File: src/sck_pkg.sv
// package with sha-256 constants, round constant function and shared command types
`default_nettype none
package sck_pkg;
   localparam int unsigned RoundCount = 64;
   localparam logic [2:0] CsrKey0 = 3'd0;
   localparam logic [2:0] CsrKey1 = 3'd1;
   localparam logic [2:0] CsrKey2 = 3'd2;
   localparam logic [2:0] CsrKey3 = 3'd3;
   localparam logic [2:0] CsrKeyPresent = 3'd4;

   typedef struct packed {
      logic load_key;
      logic start_hash;
      logic hash_step;
      logic hash_done;
      logic take_byte;
      logic emit;
   } ctrl_cmd_type;

   typedef struct packed {
      logic pos_zero;
      logic last_round;
   } ctrl_status_type;

   function automatic logic [31:0] round_k(input logic [5:0] idx);
      logic [31:0] k [64];
      k = '{
         32'h428a2f98,32'h71374491,32'hb5c0fbcf,32'he9b5dba5,32'h3956c25b,32'h59f111f1,
         32'h923f82a4,32'hab1c5ed5,32'hd807aa98,32'h12835b01,32'h243185be,32'h550c7dc3,
         32'h72be5d74,32'h80deb1fe,32'h9bdc06a7,32'hc19bf174,32'he49b69c1,32'hefbe4786,
         32'h0fc19dc6,32'h240ca1cc,32'h2de92c6f,32'h4a7484aa,32'h5cb0a9dc,32'h76f988da,
         32'h983e5152,32'ha831c66d,32'hb00327c8,32'hbf597fc7,32'hc6e00bf3,32'hd5a79147,
         32'h06ca6351,32'h14292967,32'h27b70a85,32'h2e1b2138,32'h4d2c6dfc,32'h53380d13,
         32'h650a7354,32'h766a0abb,32'h81c2c92e,32'h92722c85,32'ha2bfe8a1,32'ha81a664b,
         32'hc24b8b70,32'hc76c51a3,32'hd192e819,32'hd6990624,32'hf40e3585,32'h106aa070,
         32'h19a4c116,32'h1e376c08,32'h2748774c,32'h34b0bcb5,32'h391c0cb3,32'h4ed8aa4a,
         32'h5b9cca4f,32'h682e6ff3,32'h748f82ee,32'h78a5636f,32'h84c87814,32'h8cc70208,
         32'h90befffa,32'ha4506ceb,32'hbef9a3f7,32'hc67178f2};
      return k[idx];
   endfunction

   localparam logic [255:0] InitH = {32'h6a09e667,32'hbb67ae85,32'h3c6ef372,32'ha54ff53a,
                                     32'h510e527f,32'h9b05688c,32'h1f83d9ab,32'h5be0cd19};
endpackage
`default_nettype wire

File: src/sck_datapath.sv
// datapath: key registers, chain block, iterative sha-256 round unit and output register
`default_nettype none
module sck_datapath (
   input  wire logic                 clock,
   input  wire logic                 reset,
   input  wire logic                 csr_valid,
   input  wire logic [2:0]           csr_index,
   input  wire logic [63:0]          csr_data,
   input  wire sck_pkg::ctrl_cmd_type cmd,
   output sck_pkg::ctrl_status_type  status,
   output logic                      key_present,
   input  wire logic [7:0]           in_byte,
   input  wire logic                 in_last,
   output logic [7:0]                out_byte,
   output logic                      out_last
);
   logic [255:0] key_ff;
   logic         key_present_ff;
   logic [255:0] chain_ff;
   logic [255:0] state_ff;
   logic [511:0] sched_ff;
   logic [5:0]   round_ff;
   logic [4:0]   pos_ff;
   logic [7:0]   out_byte_ff;
   logic         out_last_ff;

   function automatic logic [31:0] rotr(input logic [31:0] x, input int n);
      return (x >> n) | (x << (32 - n));
   endfunction

   logic [31:0] a, b, c, d, e, f, g, h, t1, t2, w0, s0, s1, w_new;
   logic [255:0] next_state;
   logic [7:0]  ks;
   always_comb begin
      {a, b, c, d, e, f, g, h} = state_ff;
      w0 = sched_ff[511:480];
      t1 = h + (rotr(e, 6) ^ rotr(e, 11) ^ rotr(e, 25)) + ((e & f) ^ (~e & g))
           + sck_pkg::round_k(round_ff) + w0;
      t2 = (rotr(a, 2) ^ rotr(a, 13) ^ rotr(a, 22)) + ((a & b) ^ (a & c) ^ (b & c));
      next_state = {t1 + t2, a, b, c, d + t1, e, f, g};
      s0 = rotr(sched_ff[479:448], 7) ^ rotr(sched_ff[479:448], 18)
           ^ (sched_ff[479:448] >> 3);
      s1 = rotr(sched_ff[63:32], 17) ^ rotr(sched_ff[63:32], 19) ^ (sched_ff[63:32] >> 10);
      w_new = w0 + s0 + sched_ff[223:192] + s1;
      ks = chain_ff[8'd255 - {pos_ff, 3'b000} -: 8];
   end

   logic [255:0] digest;
   always_comb begin
      for (int i = 0; i < 8; i++) begin
         digest[i*32 +: 32] = next_state[i*32 +: 32] + sck_pkg::InitH[i*32 +: 32];
      end
   end

   always_ff @(posedge clock) begin
      if (reset) begin
         key_ff <= '0;
         key_present_ff <= 1'b0;
         round_ff <= '0;
         pos_ff <= '0;
      end else begin
         if (csr_valid) begin
            unique case (csr_index)
               sck_pkg::CsrKey0: key_ff[255:192] <= csr_data;
               sck_pkg::CsrKey1: key_ff[191:128] <= csr_data;
               sck_pkg::CsrKey2: key_ff[127:64] <= csr_data;
               sck_pkg::CsrKey3: key_ff[63:0] <= csr_data;
               sck_pkg::CsrKeyPresent: key_present_ff <= csr_data[0];
               default: ;
            endcase
         end
         if (cmd.load_key) begin
            chain_ff <= key_ff;
            pos_ff <= '0;
         end
         if (cmd.start_hash) begin
            state_ff <= sck_pkg::InitH;
            sched_ff <= {cmd.load_key ? key_ff : chain_ff, 32'h80000000, 192'd0, 32'd256};
            round_ff <= '0;
         end
         if (cmd.hash_step) begin
            state_ff <= next_state;
            sched_ff <= {sched_ff[479:0], w_new};
            round_ff <= round_ff + 6'd1;
         end
         if (cmd.hash_done) chain_ff <= digest;
         if (cmd.take_byte) begin
            out_byte_ff <= in_byte ^ ks;
            out_last_ff <= in_last;
            pos_ff <= in_last ? 5'd0 : pos_ff + 5'd1;
         end
      end
   end

   assign status.pos_zero = (pos_ff == 5'd0);
   assign status.last_round = (round_ff == 6'(sck_pkg::RoundCount - 1));
   assign key_present = key_present_ff;
   assign out_byte = out_byte_ff;
   assign out_last = out_last_ff;
endmodule
`default_nettype wire

File: src/sck_control.sv
// controller state machine: message start, chain advance and byte handshake
`default_nettype none
module sck_control (
   input  wire logic                   clock,
   input  wire logic                   reset,
   input  wire logic                   req_tvalid,
   output logic                        req_tready,
   input  wire logic                   req_last,
   output logic                        rsp_tvalid,
   input  wire logic                   rsp_tready,
   input  wire logic                   key_present,
   input  wire sck_pkg::ctrl_status_type status,
   output sck_pkg::ctrl_cmd_type       cmd
);
   typedef enum logic [1:0] {IDLE, HASH, READY} state_type;
   state_type state_ff;
   logic in_msg_ff, rsp_valid_ff;

   always_comb begin
      cmd = '0;
      req_tready = (state_ff == READY) && (!rsp_valid_ff || rsp_tready);
      unique case (state_ff)
         IDLE:  begin
            cmd.load_key = req_tvalid && key_present && !in_msg_ff;
            cmd.start_hash = req_tvalid && key_present && (!in_msg_ff || status.pos_zero);
         end
         HASH:  begin
            cmd.hash_step = 1'b1;
            cmd.hash_done = status.last_round;
         end
         READY: cmd.take_byte = req_tvalid && req_tready && key_present;
         default: ;
      endcase
   end

   always_ff @(posedge clock) begin
      if (reset) begin
         state_ff <= IDLE;
         in_msg_ff <= 1'b0;
         rsp_valid_ff <= 1'b0;
      end else begin
         rsp_valid_ff <= cmd.take_byte || (rsp_valid_ff && !rsp_tready);
         unique case (state_ff)
            IDLE: if (req_tvalid) begin
               if (!key_present) state_ff <= READY;
               else if (cmd.start_hash) begin
                  state_ff <= HASH;
                  in_msg_ff <= 1'b1;
               end else state_ff <= READY;
            end
            HASH: if (status.last_round) state_ff <= READY;
            READY: if (req_tvalid && req_tready) begin
               state_ff <= IDLE;
               if (key_present && req_last) in_msg_ff <= 1'b0;
            end
            default: state_ff <= IDLE;
         endcase
      end
   end
   assign rsp_tvalid = rsp_valid_ff;
endmodule
`default_nettype wire

File: src/sha256_chain_keystream_xor.sv
// top level of the sha-256 hash-chain keystream xor block
// channel | direction | payload
// req     | in        | tdata = data_byte, tlast = last
// rsp     | out       | tdata = out_byte, tlast = out_last
// csr     | in        | index 0-3 key words, 4 key_present
// a byte passes through the idle and ready states; the first byte of each 32-byte group
// also runs the iterative sha-256 compression in the hash state (one round a cycle)
// reset clears control and the key registers
// results sit in an output register; a waiting result holds off the next byte
// with key_present low bytes are accepted and dropped
`default_nettype none
module sha256_chain_keystream_xor (
   input  wire logic        clock,
   input  wire logic        reset,
   input  wire logic        req_tvalid,
   output logic             req_tready,
   input  wire logic [7:0]  req_tdata, // data_byte
   input  wire logic        req_tlast,
   output logic             rsp_tvalid,
   input  wire logic        rsp_tready,
   output logic [7:0]       rsp_tdata, // out_byte
   output logic             rsp_tlast,
   input  wire logic        csr_valid,
   output logic             csr_ready,
   input  wire logic [2:0]  csr_index,
   input  wire logic [63:0] csr_data
);
   sck_pkg::ctrl_cmd_type    cmd;
   sck_pkg::ctrl_status_type status;
   logic key_present;

   assign csr_ready = 1'b1;

   sck_control u_control (
      .clock, .reset, .req_tvalid, .req_tready, .req_last(req_tlast),
      .rsp_tvalid, .rsp_tready, .key_present, .status, .cmd);

   sck_datapath u_datapath (
      .clock, .reset, .csr_valid, .csr_index, .csr_data, .cmd, .status, .key_present,
      .in_byte(req_tdata), .in_last(req_tlast), .out_byte(rsp_tdata), .out_last(rsp_tlast));
endmodule
`default_nettype wire

File: config.mk
export PLATFORM = sky130hd
export DESIGN_NAME = sha256_chain_keystream_xor
export DESIGN_NICKNAME = d
export VERILOG_FILES = /design/src/sck_pkg.sv /design/src/sck_datapath.sv /design/src/sck_control.sv /design/src/sha256_chain_keystream_xor.sv
export SDC_FILE = /design/constraint.sdc
export NUM_CORES = 2
export LEC_CHECK = 0
export ABC_CLOCK_PERIOD_IN_PS = 68100
export BUFFER_PORTS_ARGS = -buffer_cell sky130_fd_sc_hd__buf_2
export CORE_MARGIN = 2
export CORE_UTILIZATION = 43
export CTS_BUF_LIST = sky130_fd_sc_hd__clkbuf_2
export CTS_CLUSTER_SIZE = 40
export DETAILED_ROUTE_END_ITERATION = 8
export PLACE_DENSITY = 0.55
export SYNTH_ARGS = -nofsm -noshare
export SYNTH_HDL_FRONTEND = slang
export SYNTH_SLANG_ARGS = --single-unit
export TNS_END_PERCENT = 100
File: constraint.sdc
create_clock -name clock -period 68.1 [get_ports clock]
set_clock_uncertainty 0.15 [all_clocks]
set_input_delay 6.81 -clock clock [delete_from_list [all_inputs] [get_ports clock]]
set_output_delay 6.81 -clock clock [all_outputs]
set_load 0.05 [all_outputs]
==> flow_summary.html <==
<table>
<tr><th>Metric</th><th>Value</th></tr>
<tr><th colspan="2">Run status</th></tr>
<tr><td>Run status</td><td>complete, but fails checks</td></tr>
<tr><td>Failing checks</td><td>max-capacitance violations, max-slew violations</td></tr>
<tr><th colspan="2">Layout</th></tr>
<tr><td>Sequential cell area in the final layout</td><td>36,480 um2</td></tr>
<tr><td>Share of post-route cells with drive strength above 1</td><td>12.91%</td></tr>
<tr><td>Combined area of the multi-input logic cells</td><td>35,880 um2</td></tr>
<tr><td>Final net count</td><td>7,706</td></tr>
<tr><td>Area growth syn-to-layout</td><td>7.503%</td></tr>
<tr><td>Filler cell count in the final layout</td><td>16,783</td></tr>
<tr><th colspan="2">Global routing</th></tr>
<tr><td>Total routing resource utilization after global routing</td><td>34.05%</td></tr>
<tr><td>Global-route wire length before repair</td><td>427,900 um</td></tr>
<tr><td>Vias in the first global route</td><td>55,685</td></tr>
<tr><td>Sum of overflow across all layers after global routing</td><td>0</td></tr>
<tr><td>Largest net degree at the start of global routing</td><td>181</td></tr>
<tr><td>Antenna violations before repair</td><td>43</td></tr>
<tr><th colspan="2">CTS</th></tr>
<tr><td>CTS root buf</td><td>sky130_fd_sc_hd__clkbuf_2</td></tr>
<tr><td>CTS tree</td><td>built</td></tr>
<tr><td># hold bufs at CTS</td><td>0</td></tr>
<tr><td>Clk Latency, worst-skew pair</td><td>2040 ps</td></tr>
<tr><td>Clock edge transition at the registers on the reported setup and hold paths</td><td>80 ps</td></tr>
<tr><td>Number of sinks handled by clock tree synthesis</td><td>1,305</td></tr>
<tr><td>CTS H-tree lvls</td><td>5</td></tr>
<tr><td>Buffer depth of the longest clock path</td><td>4</td></tr>
<tr><td>Post-CTS setup buffers</td><td>0</td></tr>
<tr><td>Cts repair resizes</td><td>0</td></tr>
<tr><td>Total CTS buffers</td><td>369</td></tr>
<tr><th colspan="2">Yosys</th></tr>
<tr><td>Combined area of all synthesized cells</td><td>75,100 um2</td></tr>
<tr><td>Post-synthesis register bit count</td><td>1,305</td></tr>
<tr><td>Total of warnings raised by yosys</td><td>0</td></tr>
<tr><td>Share of synthesized area occupied by flip-flops and latches</td><td>48.55%</td></tr>
<tr><td>Share of synthesized cell area in full adder, half adder and majority cells</td><td>7.830%</td></tr>
<tr><td>Number of nets in the synthesized netlist</td><td>7,609</td></tr>
<tr><td>Average cell area after synthesis</td><td>10.45 um2</td></tr>
<tr><td>Post-synthesis share of cell area spent on xor and xnor gates</td><td>6.209%</td></tr>
<tr><td>Post-synth cell types</td><td>120</td></tr>
<tr><td>Mux contribution to synthesized area</td><td>7.220%</td></tr>
<tr><td>Main combinational cell family by area after synthesis</td><td>simple AND/OR/NAND/NOR gates</td></tr>
<tr><td>Simple-Gate Fraction of Synth Area</td><td>13.83%</td></tr>
<tr><td>Synthesized-area fraction occupied by ao, oa, aoi and oai cells</td><td>12.54%</td></tr>
<tr><td>Share of synthesized registers carrying an async set or reset</td><td>0%</td></tr>
<tr><td>Flip-flop cell with the highest count after synthesis</td><td>sky130_fd_sc_hd__edfxtp_1</td></tr>
<tr><td>Number of synthesized flops with an enable pin</td><td>1,033</td></tr>
<tr><td>Number of standard cells after synthesis</td><td>7,187</td></tr>
<tr><th colspan="2">Timing</th></tr>
<tr><td>Post-Route Hold Slack</td><td>244.0 ps</td></tr>
<tr><td>Unrepaired setup endpoints after global routing</td><td>false</td></tr>
<tr><td>Top achievable clock speed</td><td>67.75 MHz</td></tr>
<tr><td>Final setup violation count</td><td>0</td></tr>
<tr><td>Fin crit share</td><td>21.67%</td></tr>
<tr><td>Number of hold violations in the final report</td><td>0</td></tr>
<tr><td>Setup TNS Final</td><td>0 ps</td></tr>
<tr><td>Min Tclk post-route</td><td>14,760 ps</td></tr>
<tr><td>Max-slew headroom</td><td>-2.022%</td></tr>
<tr><td>Max-slew violations</td><td>2</td></tr>
<tr><td>Actual transition at the worst max-transition pin</td><td>1519 ps</td></tr>
<tr><th colspan="2">Detailed routing</th></tr>
<tr><td>Routed WL per cell</td><td>31.33 um</td></tr>
<tr><td>Drt total wl</td><td>310,000 um</td></tr>
<tr><td>First-pass detailed-route iteration total</td><td>8</td></tr>
<tr><td>Final routed DRC violation total</td><td>0</td></tr>
<tr><td>First-iteration detailed-routing DRC count</td><td>7,869</td></tr>
<tr><td>Remaining number of nets flagged by the antenna check after routing</td><td>0</td></tr>
<tr><td>Via count normalized by instance count</td><td>5.992</td></tr>
<tr><td>Vias after detailed routing</td><td>59,280</td></tr>
<tr><th colspan="2">Power and ir drop</th></tr>
<tr><td>Leakage</td><td>28.38 nW</td></tr>
<tr><td>Power density normalized to cell area</td><td>22.92 nW/um2</td></tr>
<tr><td>Reg power frac</td><td>47.7%</td></tr>
<tr><td>Int Power</td><td>1.227 mW</td></tr>
<tr><td>Switching power as a share of total power</td><td>33.71%</td></tr>
<tr><td>P_sw</td><td>623.9 uW</td></tr>
<tr><td>Relative contribution of the clock network to total power</td><td>31.7%</td></tr>
<tr><td>Fraction of power consumed by combinational cells</td><td>20.6%</td></tr>
<tr><td>Worst-case vdd ir drop</td><td>19.63 uV</td></tr>
<tr><th colspan="2">Setup path</th></tr>
<tr><td>CP endpoint kind</td><td>primary output</td></tr>
<tr><td>Worst R2R Path Depth</td><td>34</td></tr>
<tr><td>Endpoint of the most critical register-to-register path</td><td>u_datapath.chain_ff[252]</td></tr>
<tr><td>Reg2reg setup slack</td><td>56,330 ps</td></tr>
<tr><td>Worst path slowest cell</td><td>sky130_fd_sc_hd__nor3b_1</td></tr>
<tr><td>End of the critical path</td><td>req_tready</td></tr>
<tr><td>Critical Path, Cell by Cell</td><td>buf_2, nand2b_1, nor3b_1, buf_2</td></tr>
<tr><td>Crit path top cell by count</td><td>sky130_fd_sc_hd__buf_2</td></tr>
<tr><td>Slowest cell delay on critical path</td><td>420 ps</td></tr>
<tr><td>Launching instance or port of the critical path</td><td>rsp_tready</td></tr>
<tr><td>Arrival time reported for the critical path endpoint</td><td>7800 ps</td></tr>
<tr><td>Critical path data required time</td><td>61,140 ps</td></tr>
<tr><td>R2r startpoint</td><td>u_datapath.round_ff[0]</td></tr>
<tr><td>Type of origin of the critical path</td><td>input port</td></tr>
<tr><td>Crit Path Category</td><td>input port to primary output</td></tr>
<tr><td>Top fanout value on the critical path</td><td>3</td></tr>
<tr><th colspan="2">Hold path</th></tr>
<tr><td>Hold WC Path Type</td><td>flip-flop to flip-flop</td></tr>
<tr><td>HP Start</td><td>u_datapath.sched_ff[103]</td></tr>
<tr><th colspan="2">Die</th></tr>
<tr><td>Starting utilization of the core area</td><td>43.26%</td></tr>
<tr><td>Total Die Area</td><td>178,000 um2</td></tr>
<tr><td>Count of boundary I/O pins</td><td>93</td></tr>
<tr><td>Std-Cell Core Area</td><td>173,600 um2</td></tr>
<tr><td>Std cell rows</td><td>153</td></tr>
<tr><td>Vertical die dimension</td><td>421.9 um</td></tr>
<tr><td>Die extent in x</td><td>421.9 um</td></tr>
<tr><th colspan="2">Run</th></tr>
<tr><td>Max Cap Violations</td><td>1</td></tr>
<tr><th colspan="2">Placement</th></tr>
<tr><td>RD Place Congestion</td><td>0.9571</td></tr>
<tr><td>Buffers on Ports</td><td>91</td></tr>
<tr><td>Estimated wirelength of the detail-placed design</td><td>227,300 um</td></tr>
</table>
==> per-layer routing <==
layer  up-vias  GRT usage [%]  wire (um)
li1      25682              -          -
met1     29557          46.37     125900
met2      3348          48.37     130500
met3       659          10.33      35270
met4        34          18.38      18070
met5         -              0        242
==> cell families (layout without fill, tap and decap cells) <==
group	after synthesis	after routing
other	1	23
buffers and inverters	731	1090
xor gates and xnor gates	530	530
adders and majority gates	362	362
AOI/OAI and AO/OA	1591	1591
and+or+nand+nor	2232	2232
muxes	435	435
DFF	1305	1305
==> cell type report <==
cell class	count	area share, %
Tap cell	2325	3.603
Clock inverter	56	0.3456
Multi-Input combinational cell	5151	44.43
Timing Repair Buffer	185	1.512
Clock buffer	577	3.577
Sequential cell	1305	45.19
Antenna cell	22	0.06819
Inverter	272	1.274
==> through the flow <==
step / setup slack, ps / total power, mW / std cells / util, % / area [um2]
2_1_floorplan: 21810 / 1.151 / 7187 / - / 75100
3_3_place_gp: 53450 / 1.268 / 9238 / 44.65 / 77520
3_5_place_dp: 53370 / 1.272 / 9238 / 44.65 / 77520
4_1_cts: 53370 / 1.851 / 9871 / 46.47 / 80680
5_1_grt: 53320 / 1.925 / 9876 / 46.48 / 80700
6_report: 53340 / 1.851 / 9893 / 46.50 / 80740
==> state kept, by name, indices dropped and copies added, names as in the netlist <==
| signal | flops |
|---|---|
| u_control.in_msg_ff | 1 |
| u_control.rsp_tvalid | 1 |
| u_control.state_ff | 2 |
| u_datapath.chain_ff | 256 |
| u_datapath.key_ff | 256 |
| u_datapath.key_present | 1 |
| u_datapath.out_byte | 8 |
| u_datapath.out_last | 1 |
| u_datapath.pos_ff | 5 |
| u_datapath.round_ff | 6 |
| u_datapath.sched_ff | 512 |
| u_datapath.state_ff | 256 |
==> power groups by stage <==
stage               clock (mW)  sequential [mW]  combinational [mW]
floorplan                    0            0.902               0.249
CTS                      0.595            0.882               0.374
detailed placement           0            0.900               0.372
global route             0.634            0.883               0.407
finish                   0.586            0.882               0.382
global placement             0            0.899               0.368
==> how the worst min path moves through the flow <==
stage | cells past startpoint | end | slack (ps)
global placement | 2 | u_datapath.key_ff[189] | 290
detailed placement | 2 | u_datapath.key_ff[65] | 300
finish | 1 | u_datapath.sched_ff[135] | 240
floorplan | 2 | u_datapath.key_ff[0] | 290
global route | 1 | u_datapath.sched_ff[171] | 210
CTS | 1 | u_datapath.sched_ff[171] | 190
==> cell usage in the layout (no fill, tap or decap), types with 140 or more instances in the layout <==
master,instances
sky130_fd_sc_hd__nand2b_1,140
sky130_fd_sc_hd__and2_1,323
sky130_fd_sc_hd__o21ai_0,204
sky130_fd_sc_hd__nand2_1,770
sky130_fd_sc_hd__nor2_1,640
sky130_fd_sc_hd__ha_1,154
sky130_fd_sc_hd__edfxtp_1,1033
sky130_fd_sc_hd__xnor2_1,372
sky130_fd_sc_hd__clkbuf_2,577
sky130_fd_sc_hd__dfxtp_1,265
sky130_fd_sc_hd__xor2_1,153
sky130_fd_sc_hd__fa_1,187
sky130_fd_sc_hd__mux2i_1,346
sky130_fd_sc_hd__inv_1,268
sky130_fd_sc_hd__a21oi_1,947
==> cells in the mapped netlist, types with 154 or more instances <==
library cell / instances / area share (%)
sky130_fd_sc_hd__a21oi_1: 949 / 6.3
sky130_fd_sc_hd__inv_1: 269 / 1.3
sky130_fd_sc_hd__clkbuf_1: 367 / 1.8
sky130_fd_sc_hd__edfxtp_1: 1033 / 41
sky130_fd_sc_hd__nor2_1: 641 / 3.2
sky130_fd_sc_hd__ha_1: 154 / 2.6
sky130_fd_sc_hd__mux2i_1: 346 / 4.6
sky130_fd_sc_hd__xor2_1: 154 / 1.8
sky130_fd_sc_hd__o21ai_0: 204 / 1.4
sky130_fd_sc_hd__fa_1: 187 / 5.0
sky130_fd_sc_hd__and2_1: 324 / 2.7
sky130_fd_sc_hd__xnor2_1: 374 / 4.4
sky130_fd_sc_hd__dfxtp_1: 272 / 7.3
sky130_fd_sc_hd__nand2_1: 772 / 3.9
==> worst max-delay path, delay by kind of cell <==
family / cells / cell delay (ps)
AND/OR/NAND/NOR: 2 / 560
buffers and inverters: 2 / 430
(Power assumes the default switching activity.)
